**src/sv/s256_pkg.sv**
```systemverilog
`timescale 1ns / 1ps
`default_nettype none
// ----------------------------------------------------------------------------
// s256_pkg
// Shared types and constants for the SHA-256 / SHA-224 hash core.
// ----------------------------------------------------------------------------
package s256_pkg;

  localparam int BLOCK_BYTES = 64;
  localparam int ROUND_COUNT = 64;
  localparam int WORD_W      = 32;
  localparam int DIGEST_WORDS = 8;
  localparam int LEN_W       = 64;

  localparam logic [7:0] PAD_MARK = 8'h80;

  typedef logic [WORD_W-1:0] word_t;
  typedef logic [$clog2(DIGEST_WORDS)-1:0] widx_t;

  localparam word_t ROUND_K [ROUND_COUNT] = '{
    32'h428a2f98, 32'h71374491, 32'hb5c0fbcf, 32'he9b5dba5,
    32'h3956c25b, 32'h59f111f1, 32'h923f82a4, 32'hab1c5ed5,
    32'hd807aa98, 32'h12835b01, 32'h243185be, 32'h550c7dc3,
    32'h72be5d74, 32'h80deb1fe, 32'h9bdc06a7, 32'hc19bf174,
    32'he49b69c1, 32'hefbe4786, 32'h0fc19dc6, 32'h240ca1cc,
    32'h2de92c6f, 32'h4a7484aa, 32'h5cb0a9dc, 32'h76f988da,
    32'h983e5152, 32'ha831c66d, 32'hb00327c8, 32'hbf597fc7,
    32'hc6e00bf3, 32'hd5a79147, 32'h06ca6351, 32'h14292967,
    32'h27b70a85, 32'h2e1b2138, 32'h4d2c6dfc, 32'h53380d13,
    32'h650a7354, 32'h766a0abb, 32'h81c2c92e, 32'h92722c85,
    32'ha2bfe8a1, 32'ha81a664b, 32'hc24b8b70, 32'hc76c51a3,
    32'hd192e819, 32'hd6990624, 32'hf40e3585, 32'h106aa070,
    32'h19a4c116, 32'h1e376c08, 32'h2748774c, 32'h34b0bcb5,
    32'h391c0cb3, 32'h4ed8aa4a, 32'h5b9cca4f, 32'h682e6ff3,
    32'h748f82ee, 32'h78a5636f, 32'h84c87814, 32'h8cc70208,
    32'h90befffa, 32'ha4506ceb, 32'hbef9a3f7, 32'hc67178f2
  };

  localparam word_t IV_256 [DIGEST_WORDS] = '{
    32'h6a09e667, 32'hbb67ae85, 32'h3c6ef372, 32'ha54ff53a,
    32'h510e527f, 32'h9b05688c, 32'h1f83d9ab, 32'h5be0cd19
  };

  localparam word_t IV_224 [DIGEST_WORDS] = '{
    32'hc1059ed8, 32'h367cd507, 32'h3070dd17, 32'hf70e5939,
    32'hffc00b31, 32'h68581511, 32'h64f98fa7, 32'hbefa4fa4
  };

endpackage

`default_nettype wire

```
**src/sv/s256_if.sv**
```systemverilog
`timescale 1ns / 1ps
`default_nettype none
// ----------------------------------------------------------------------------
// s256 channel interfaces
// Valid/ready channels for message bytes, digest words and the mode register.
// ----------------------------------------------------------------------------
interface s256_in_if;
  logic       valid;
  logic       ready;
  logic [7:0] data_byte;
  logic       byte_valid;
  logic       end_of_message;

  modport source (output valid, data_byte, byte_valid, end_of_message, input ready);
  modport sink   (input valid, data_byte, byte_valid, end_of_message, output ready);
endinterface

interface s256_out_if;
  logic        valid;
  logic        ready;
  logic [31:0] digest_word;
  logic [2:0]  word_index;
  logic        last_word;

  modport source (output valid, digest_word, word_index, last_word, input ready);
  modport sink   (input valid, digest_word, word_index, last_word, output ready);
endinterface

interface s256_cfg_if;
  logic valid;
  logic ready;
  logic digest_mode;

  modport source (output valid, digest_mode, input ready);
  modport sink   (input valid, digest_mode, output ready);
endinterface

`default_nettype wire

```
**src/sv/sha256_224_hash_core_unit.sv**
```systemverilog
`timescale 1ns / 1ps
`default_nettype none
// ----------------------------------------------------------------------------
// sha256_224_hash_core_unit
// Byte-fed SHA-256 / SHA-224 core with padding and word-serial digest output.
// ----------------------------------------------------------------------------
// A message byte is taken while the core is idle. The byte that completes a
// 64-byte block starts a compression (a load step, 64 rounds through the
// single round unit at one round per cycle, a feed-forward add), during
// which in_item.ready is low. An item with end_of_message then costs a step
// for the 0x80 marker, a step per zero byte up to the length field (at most
// 63), a step for the length field, one or two compressions, and then the
// digest words, each sent when out_item takes it (8 words in SHA-256 mode,
// 7 in SHA-224 mode). An item with neither a byte nor end_of_message is
// taken and dropped. digest_mode picks the initial values when a message
// starts and the word count when it ends.
module sha256_224_hash_core_unit (
  input  wire          clk,
  input  wire          rst,
  s256_in_if.sink      in_item,
  s256_out_if.source   out_item,
  s256_cfg_if.sink     cfg
);
  import s256_pkg::*;

  localparam int CNT_W   = $clog2(BLOCK_BYTES);
  localparam int RND_W   = $clog2(ROUND_COUNT);
  localparam int BLK_W   = 8 * BLOCK_BYTES;
  localparam logic [CNT_W-1:0] CNT_FULL = CNT_W'(BLOCK_BYTES - 1);
  localparam logic [CNT_W-1:0] CNT_LEN  = CNT_W'(BLOCK_BYTES - LEN_W / 8);
  localparam logic [RND_W-1:0] RND_LAST = RND_W'(ROUND_COUNT - 1);

  typedef enum logic [2:0] {
    S_IDLE, S_MARK, S_ZERO, S_INIT, S_ROUND, S_ADD, S_EMIT
  } state_t;

  // where to go once a compression is done
  typedef enum logic [1:0] {
    R_BYTE, R_PAD, R_FINAL
  } ret_t;

  state_t           state;
  ret_t             ret;
  logic             mode;
  logic             msg_open;
  logic             pend_last;
  logic [CNT_W-1:0] cnt;
  logic [RND_W-1:0] rnd;
  logic [LEN_W-1:0] bit_len;
  logic [BLK_W-1:0] win;       // block bytes, then the message schedule
  word_t            h  [DIGEST_WORDS];
  word_t            wv [DIGEST_WORDS];
  logic             out_valid;
  word_t            out_word;
  widx_t            out_idx;
  logic             out_last;

  function automatic word_t rotr(input word_t x, input int n);
    rotr = (x >> n) | (x << (WORD_W - n));
  endfunction

  word_t w_cur, w_new, t1, t2, k_cur;
  widx_t last_idx, idx_next;
  logic  in_acc, out_acc;

  assign w_cur = win[BLK_W-1 -: WORD_W];
  assign k_cur = ROUND_K[rnd];

  always_comb begin
    word_t s0, s1, w1, w14;
    w1  = win[BLK_W-1-WORD_W -: WORD_W];
    w14 = win[BLK_W-1-14*WORD_W -: WORD_W];
    s0  = rotr(w1, 7) ^ rotr(w1, 18) ^ (w1 >> 3);
    s1  = rotr(w14, 17) ^ rotr(w14, 19) ^ (w14 >> 10);
    w_new = s1 + win[BLK_W-1-9*WORD_W -: WORD_W] + s0 + w_cur;
  end

  always_comb begin
    t1 = wv[7] + (rotr(wv[4], 6) ^ rotr(wv[4], 11) ^ rotr(wv[4], 25))
       + ((wv[4] & wv[5]) ^ (~wv[4] & wv[6])) + k_cur + w_cur;
    t2 = (rotr(wv[0], 2) ^ rotr(wv[0], 13) ^ rotr(wv[0], 22))
       + ((wv[0] & wv[1]) ^ (wv[0] & wv[2]) ^ (wv[1] & wv[2]));
  end

  assign last_idx = mode ? widx_t'(DIGEST_WORDS - 2) : widx_t'(DIGEST_WORDS - 1);
  assign idx_next = out_idx + widx_t'(1);

  assign in_item.ready        = (state == S_IDLE);
  assign in_acc               = in_item.valid && in_item.ready;
  assign out_acc              = out_item.valid && out_item.ready;
  assign out_item.valid       = out_valid;
  assign out_item.digest_word = out_word;
  assign out_item.word_index  = out_idx;
  assign out_item.last_word   = out_last;
  assign cfg.ready            = 1'b1;

  always_ff @(posedge clk) begin
    if (rst) begin
      state     <= S_IDLE;
      ret       <= R_BYTE;
      mode      <= 1'b0;
      msg_open  <= 1'b0;
      pend_last <= 1'b0;
      cnt       <= '0;
      rnd       <= '0;
      bit_len   <= '0;
      out_valid <= 1'b0;
    end else begin
      if (cfg.valid) begin
        mode <= cfg.digest_mode;
      end
      unique case (state)
        S_IDLE: begin
          if (in_acc) begin
            if (!msg_open) begin
              for (int i = 0; i < DIGEST_WORDS; i++) begin
                h[i] <= mode ? IV_224[i] : IV_256[i];
              end
            end
            pend_last <= in_item.end_of_message;
            if (in_item.byte_valid) begin
              msg_open <= 1'b1;
              win      <= {win[BLK_W-9:0], in_item.data_byte};
              cnt      <= cnt + CNT_W'(1);
              bit_len  <= bit_len + LEN_W'(8);
              if (cnt == CNT_FULL) begin
                ret   <= R_BYTE;
                state <= S_INIT;
              end else if (in_item.end_of_message) begin
                state <= S_MARK;
              end
            end else if (in_item.end_of_message) begin
              state <= S_MARK;
            end
          end
        end
        S_MARK: begin
          win <= {win[BLK_W-9:0], PAD_MARK};
          cnt <= cnt + CNT_W'(1);
          if (cnt == CNT_FULL) begin
            ret   <= R_PAD;
            state <= S_INIT;
          end else begin
            state <= S_ZERO;
          end
        end
        S_ZERO: begin
          if (cnt == CNT_LEN) begin
            // length field closes the final block
            win   <= {win[BLK_W-LEN_W-1:0], bit_len};
            ret   <= R_FINAL;
            state <= S_INIT;
          end else begin
            win <= {win[BLK_W-9:0], 8'h00};
            cnt <= cnt + CNT_W'(1);
            if (cnt == CNT_FULL) begin
              ret   <= R_PAD;
              state <= S_INIT;
            end
          end
        end
        S_INIT: begin
          for (int i = 0; i < DIGEST_WORDS; i++) begin
            wv[i] <= h[i];
          end
          rnd   <= '0;
          state <= S_ROUND;
        end
        S_ROUND: begin
          wv[7] <= wv[6];
          wv[6] <= wv[5];
          wv[5] <= wv[4];
          wv[4] <= wv[3] + t1;
          wv[3] <= wv[2];
          wv[2] <= wv[1];
          wv[1] <= wv[0];
          wv[0] <= t1 + t2;
          win   <= {win[BLK_W-WORD_W-1:0], w_new};
          rnd   <= rnd + RND_W'(1);
          if (rnd == RND_LAST) begin
            state <= S_ADD;
          end
        end
        S_ADD: begin
          for (int i = 0; i < DIGEST_WORDS; i++) begin
            h[i] <= h[i] + wv[i];
          end
          cnt <= '0;
          unique case (ret)
            R_BYTE:  state <= pend_last ? S_MARK : S_IDLE;
            R_PAD:   state <= S_ZERO;
            R_FINAL: begin
              out_word  <= h[0] + wv[0];
              out_idx   <= '0;
              out_last  <= 1'b0;
              out_valid <= 1'b1;
              state     <= S_EMIT;
            end
            default: state <= S_IDLE;
          endcase
        end
        S_EMIT: begin
          if (out_acc) begin
            if (out_last) begin
              out_valid <= 1'b0;
              msg_open  <= 1'b0;
              bit_len   <= '0;
              cnt       <= '0;
              state     <= S_IDLE;
            end else begin
              out_idx  <= idx_next;
              out_word <= h[idx_next];
              out_last <= (idx_next == last_idx);
            end
          end
        end
        default: state <= S_IDLE;
      endcase
    end
  end

`ifndef ASSERT_OFF
  a_no_overlap: assert property (@(posedge clk) disable iff (rst)
    out_item.valid |-> !in_item.ready)
    else $error("digest output while input is open");

  a_ready_after_last: assert property (@(posedge clk) disable iff (rst)
    (out_item.valid && out_item.ready && out_item.last_word) |=> in_item.ready)
    else $error("core not idle after final digest word");

  a_word_count: assert property (@(posedge clk) disable iff (rst)
    (out_item.valid && out_item.last_word) |->
      ((!mode && out_item.word_index == 3'd7) || (mode && out_item.word_index == 3'd6)))
    else $error("final digest word at wrong index");

  a_rounds_done: assert property (@(posedge clk) disable iff (rst)
    (state == S_ROUND && rnd == RND_LAST) |=> (state == S_ADD))
    else $error("compression did not end after the last round");
`endif

endmodule

`default_nettype wire

```
**src/flat_wrapper.sv**
```systemverilog
// flat-port wrapper written by rule: the top's interface ports become plain ports
module sha256_224_hash_core_unit_flat import s256_pkg::*;
  (clk, rst, in_item_valid, in_item_data_byte, in_item_byte_valid, in_item_end_of_message, in_item_ready, out_item_valid, out_item_digest_word, out_item_word_index, out_item_last_word, out_item_ready, cfg_valid, cfg_digest_mode, cfg_ready);
  s256_in_if in_item_i ();
  s256_out_if out_item_i ();
  s256_cfg_if cfg_i ();
  input  wire clk;
  input  wire rst;
  input wire logic [$bits(in_item_i.valid)-1:0] in_item_valid;
  input wire logic [$bits(in_item_i.data_byte)-1:0] in_item_data_byte;
  input wire logic [$bits(in_item_i.byte_valid)-1:0] in_item_byte_valid;
  input wire logic [$bits(in_item_i.end_of_message)-1:0] in_item_end_of_message;
  output wire logic [$bits(in_item_i.ready)-1:0] in_item_ready;
  output wire logic [$bits(out_item_i.valid)-1:0] out_item_valid;
  output wire logic [$bits(out_item_i.digest_word)-1:0] out_item_digest_word;
  output wire logic [$bits(out_item_i.word_index)-1:0] out_item_word_index;
  output wire logic [$bits(out_item_i.last_word)-1:0] out_item_last_word;
  input wire logic [$bits(out_item_i.ready)-1:0] out_item_ready;
  input wire logic [$bits(cfg_i.valid)-1:0] cfg_valid;
  input wire logic [$bits(cfg_i.digest_mode)-1:0] cfg_digest_mode;
  output wire logic [$bits(cfg_i.ready)-1:0] cfg_ready;
  assign in_item_i.valid = in_item_valid;
  assign in_item_i.data_byte = in_item_data_byte;
  assign in_item_i.byte_valid = in_item_byte_valid;
  assign in_item_i.end_of_message = in_item_end_of_message;
  assign in_item_ready = in_item_i.ready;
  assign out_item_valid = out_item_i.valid;
  assign out_item_digest_word = out_item_i.digest_word;
  assign out_item_word_index = out_item_i.word_index;
  assign out_item_last_word = out_item_i.last_word;
  assign out_item_i.ready = out_item_ready;
  assign cfg_i.valid = cfg_valid;
  assign cfg_i.digest_mode = cfg_digest_mode;
  assign cfg_ready = cfg_i.ready;
  sha256_224_hash_core_unit u_core (.clk(clk), .rst(rst), .in_item(in_item_i), .out_item(out_item_i), .cfg(cfg_i));
endmodule
```
**config.mk**
```make
export PLATFORM = sky130hd
export DESIGN_NAME = sha256_224_hash_core_unit_flat
export DESIGN_NICKNAME = d
export VERILOG_FILES = /design/src/sv/s256_pkg.sv /design/src/sv/s256_if.sv /design/src/sv/sha256_224_hash_core_unit.sv /design/src/flat_wrapper.sv
export SDC_FILE = /design/constraint.sdc
export NUM_CORES = 2
export LEC_CHECK = 0
export BUFFER_PORTS_ARGS = -buffer_cell sky130_fd_sc_hd__buf_2
export CORE_MARGIN = 1.5
export CORE_UTILIZATION = 35
export CTS_CLUSTER_DIAMETER = 200
export DETAILED_ROUTE_END_ITERATION = 8
export GPL_TIMING_DRIVEN = 1
export MAX_ROUTING_LAYER = met4
export PLACE_DENSITY_LB_ADDON = 0.1
export SLEW_MARGIN = 20
export SYNTH_ARGS = -nofsm -noshare
export SYNTH_HDL_FRONTEND = slang
export SYNTH_SLANG_ARGS = --single-unit
```
**constraint.sdc**
```tcl
create_clock -name clk -period 59.6 [get_ports clk]
set_input_delay 2.98 -clock clk [delete_from_list [all_inputs] [get_ports clk]]
set_output_delay 2.98 -clock clk [all_outputs]
set_load 0.01 [all_outputs]
```
==> run metrics <==
nets 8019; Post-Synthesis Cells 7622; first-pass GRT wire length 417 mm; max-cap violation count 0; Cells after DPL 10.2k; via count 60.7k; R2R depth 39; clk sinks 1142; Crit path depth 39; synth cell count leaders 1060 x edfxtp_1, 991 x nand2_1, 749 x inv_1, 482 x a222oi_1, 456 x clkbuf_1; vias per cell 5.78; Sequential Power Share 0.371; GPL Wtd Cong 0.932; Mapped Area 77600 sq um; main combinational cell family by area after synthesis compound AO/OA/AOI/OAI gates; syn nets 8234; Clock Path Buffers 3; total gr overflow 0; non-filler instance count after layout 10.5k; Hold WC Path Type flop to flop; CTS clk-pin slew, worst paths 0.06 ns; failing checks design-rule violations; 1st-iter DRT viols 7477; Synth area leaders edfxtp_1 41%, ha_1 6.5%, a222oi_1 6.2%; crit path capture type flop; Worst slew margin 0.198; Synth-to-Final Area Change 9.64%; Ys Warns 0; ys async rst share 0; P_sw 0.926 mW; xor and xnor area share after synthesis 0.0699; IO Count 55; RSZ-0062 raised after global routing no; flop-to-flop setup slack 49.01 ns; Max stage delay on crit path 0.87 ns; DRT antenna net count 0; Pre-antenna DRT Iters 9; CP Buf/Inv Count 4; Site Rows 172; Seq/Total Area, Yosys 0.431; Synth top area share 0.410; CORE AREA 220000 sq um; final setup vio count 0; Max Clk Rate 94.5 MHz; mux cell area share after synthesis 0.0296; setup bufs post-CTS 0; min Tclk post-route 10.59 ns; CP Capture Point u_core.wv[0][29]; TritonCTS clock tree done; HPWL after DPL 210 mm; cell taking the most area after synthesis edfxtp_1; H-tree depth 4; Synth Register Bits 1142; vias in the first global route 58.8k; critical path class flop to flop; port bufs 53; Max Slew Vio Count 0; Main synth FF type edfxtp_1; fraction of layout cells with a size suffix above 1 0.0662; Worst EP required 60.11 ns; Pint 1.73 mW; post-cts resize count 0; part of the power in the clock network 0.322; Worst Tran Pin Value 1.20 ns; Wirelength per Cell 27.3 um; Critical Path Source u_core.rnd[0]; complex-gate fraction of the synthesized area 0.184; Max IR drop VDD 0.0338 mV; Netlist cell types 94; drt total wl 287 mm; slowest stage cell, crit path ha_1; Setup TNS Final 0 ns; die height 474 um; worst hold slack 0.483 ns; Synth Area in Simple Gates 0.106; syn_area_per_cell 10.2 sq um; Worst path top cell family by delay compound AO/OA/AOI/OAI gates; CTS root buffer clkbuf_16; switching share of power 0.348; P per Cell Area 31.2 nW/um^2; number of hold buffers added after CTS 0; GRT Util Overall 0.258; reg-to-reg startpoint u_core.rnd[0]; initial antenna violation count 7; Final Hold Fails 0; Fin Clk Skew 0.0464 ns; clk_lat worst skew 0.81 ns; CP arrival 11.10 ns; crit path max fanout 24; Leak 32.7 nW; Comb power frac 0.307; reg-to-reg endpoint u_core.wv[0][29]; Initial Utilization 0.353; Tcrit/Tclk final 0.178; largest net degree at the start of global routing 206; EDFF count, synth 1060; Die Wd 474 um; most frequent cell after synthesis edfxtp_1; drt drc 137; Die ar. 225000 sq um; status finished, violations left; area share of fa/ha/maj cells after synthesis 0.118; Worst Setup Start Kind flop; CTS buffer count 146
==> cell type report <==
cell class,instances,area (sq um)
repair buffers,137,1000
clock inverters,71,603
fillers,21918,135000
clock buffers,198,3900
well taps,2958,3700
multi-input cells,5230,39600
inverters,750,2820
diodes,5,12.5
flip-flops and latches,1142,33500
==> flip-flops by register name (all words and copies together), names as in the netlist <==
signal                       count
u_core.win                     512
u_core.out_item.word_index       3
u_core.rnd                       6
u_core.out_item.digest_word     32
u_core.pend_last                 1
u_core.h                       256
u_core.state                     3
u_core.bit_len                  61
u_core.wv                      256
u_core.out_item.last_word        1
u_core.ret                       2
u_core.out_item.valid            1
u_core.mode                      1
u_core.cnt                       6
u_core.msg_open                  1
==> power groups by stage <==
stage	sequential (mW)	combinational (mW)	clock, mW
after floorplan	1.01	0.576	0
after global placement	1.00	0.801	0
after detailed placement	1.00	0.802	0
after CTS	0.986	0.810	0.874
after global routing	0.989	0.894	0.902
final	0.986	0.816	0.854
==> worst min-delay path by stage <==
stage               slack, ns  depth (start not counted)               end        startpoint
finish                   0.48                          2  u_core.pend_last  u_core.pend_last
global route             0.50                          2  u_core.pend_last  u_core.pend_last
CTS                      0.48                          2  u_core.pend_last  u_core.pend_last
detailed placement       0.47                          2  u_core.pend_last  u_core.pend_last
global placement         0.46                          2  u_core.pend_last  u_core.pend_last
floorplan                0.44                          2  u_core.pend_last  u_core.pend_last
==> worst reg2reg max path: cells and delay by family (launching register included) <==
kind / cells / cell delay, ns
AND/OR/NAND/NOR: 5 / 0.64
flip-flops: 1 / 0.31
adder cells (fa/ha/maj): 8 / 3.79
XOR/XNOR: 2 / 0.31
buffers and inverters: 4 / 0.89
AO/OA/AOI/OAI: 20 / 4.38
==> metal layers <==
metal  GRT usage  wire, um  up-vias
li1            -         -    27694
met1       0.328    122000    30686
met2       0.430    142000     1945
met3      0.0292     14200      362
met4      0.0789      9240        0
met5           -         0        -
==> per-stage QoR <==
step / setup slack [ns] / util / total power, mW / instance area [sq um]
final: 49.01 / 0.387 / 2.66 / 85100
after global routing: 48.32 / 0.387 / 2.79 / 85100
after CTS: 49.14 / 0.387 / 2.67 / 85000
after detailed placement: 49.13 / 0.366 / 1.80 / 80500
after global placement: 49.12 / 0.366 / 1.80 / 80500
after floorplan: 17.26 / - / 1.59 / 77600
==> cells in the final DEF, fill, tap and decap left out, types with 18 or more instances in the layout <==
cell type / Yosys / routed
buf_4: 3 / 75
a222oi_1: 482 / 482
a22oi_1: 33 / 33
a211oi_1: 54 / 54
and3_1: 41 / 40
xor2_1: 211 / 210
dfxtp_1: 82 / 79
nor2_1: 302 / 297
mux4_2: 72 / 72
ha_1: 401 / 400
a21oi_1: 416 / 416
clkinv_2: 0 / 18
nand4_1: 37 / 37
fa_1: 195 / 195
xnor2_1: 406 / 406
inv_1: 749 / 749
and2_1: 21 / 21
clkbuf_1: 456 / 49
nand2_1: 991 / 988
maj3_1: 22 / 22
edfxtp_1: 1060 / 1060
clkinv_1: 1 / 33
a211o_1: 18 / 18
or3_1: 50 / 50
o21a_1: 60 / 60
mux2i_1: 35 / 35
a31oi_1: 54 / 54
clkbuf_16: 0 / 148
o21ai_0: 440 / 440
o31ai_1: 35 / 34
or2_2: 18 / 18
mux2_2: 29 / 29
nor2b_1: 65 / 65
buf_2: 2 / 53
nand2b_1: 76 / 74
nor3_1: 88 / 86
a21o_1: 177 / 177
nand3_1: 101 / 100
o21bai_1: 33 / 33
==> cell families after synthesis <==
| kind of cell | after synthesis |
|---|---|
| multiplexers | 136 |
| adder cells (fa/ha/maj) | 618 |
| AO/OA/AOI/OAI | 1998 |
| XOR/XNOR | 618 |
| AND/OR/NAND/NOR | 1859 |
| other | 1 |
| buffers and inverters | 1250 |
| flip-flops | 1142 |
Note: power is estimated with default switching activity, not from simulation.
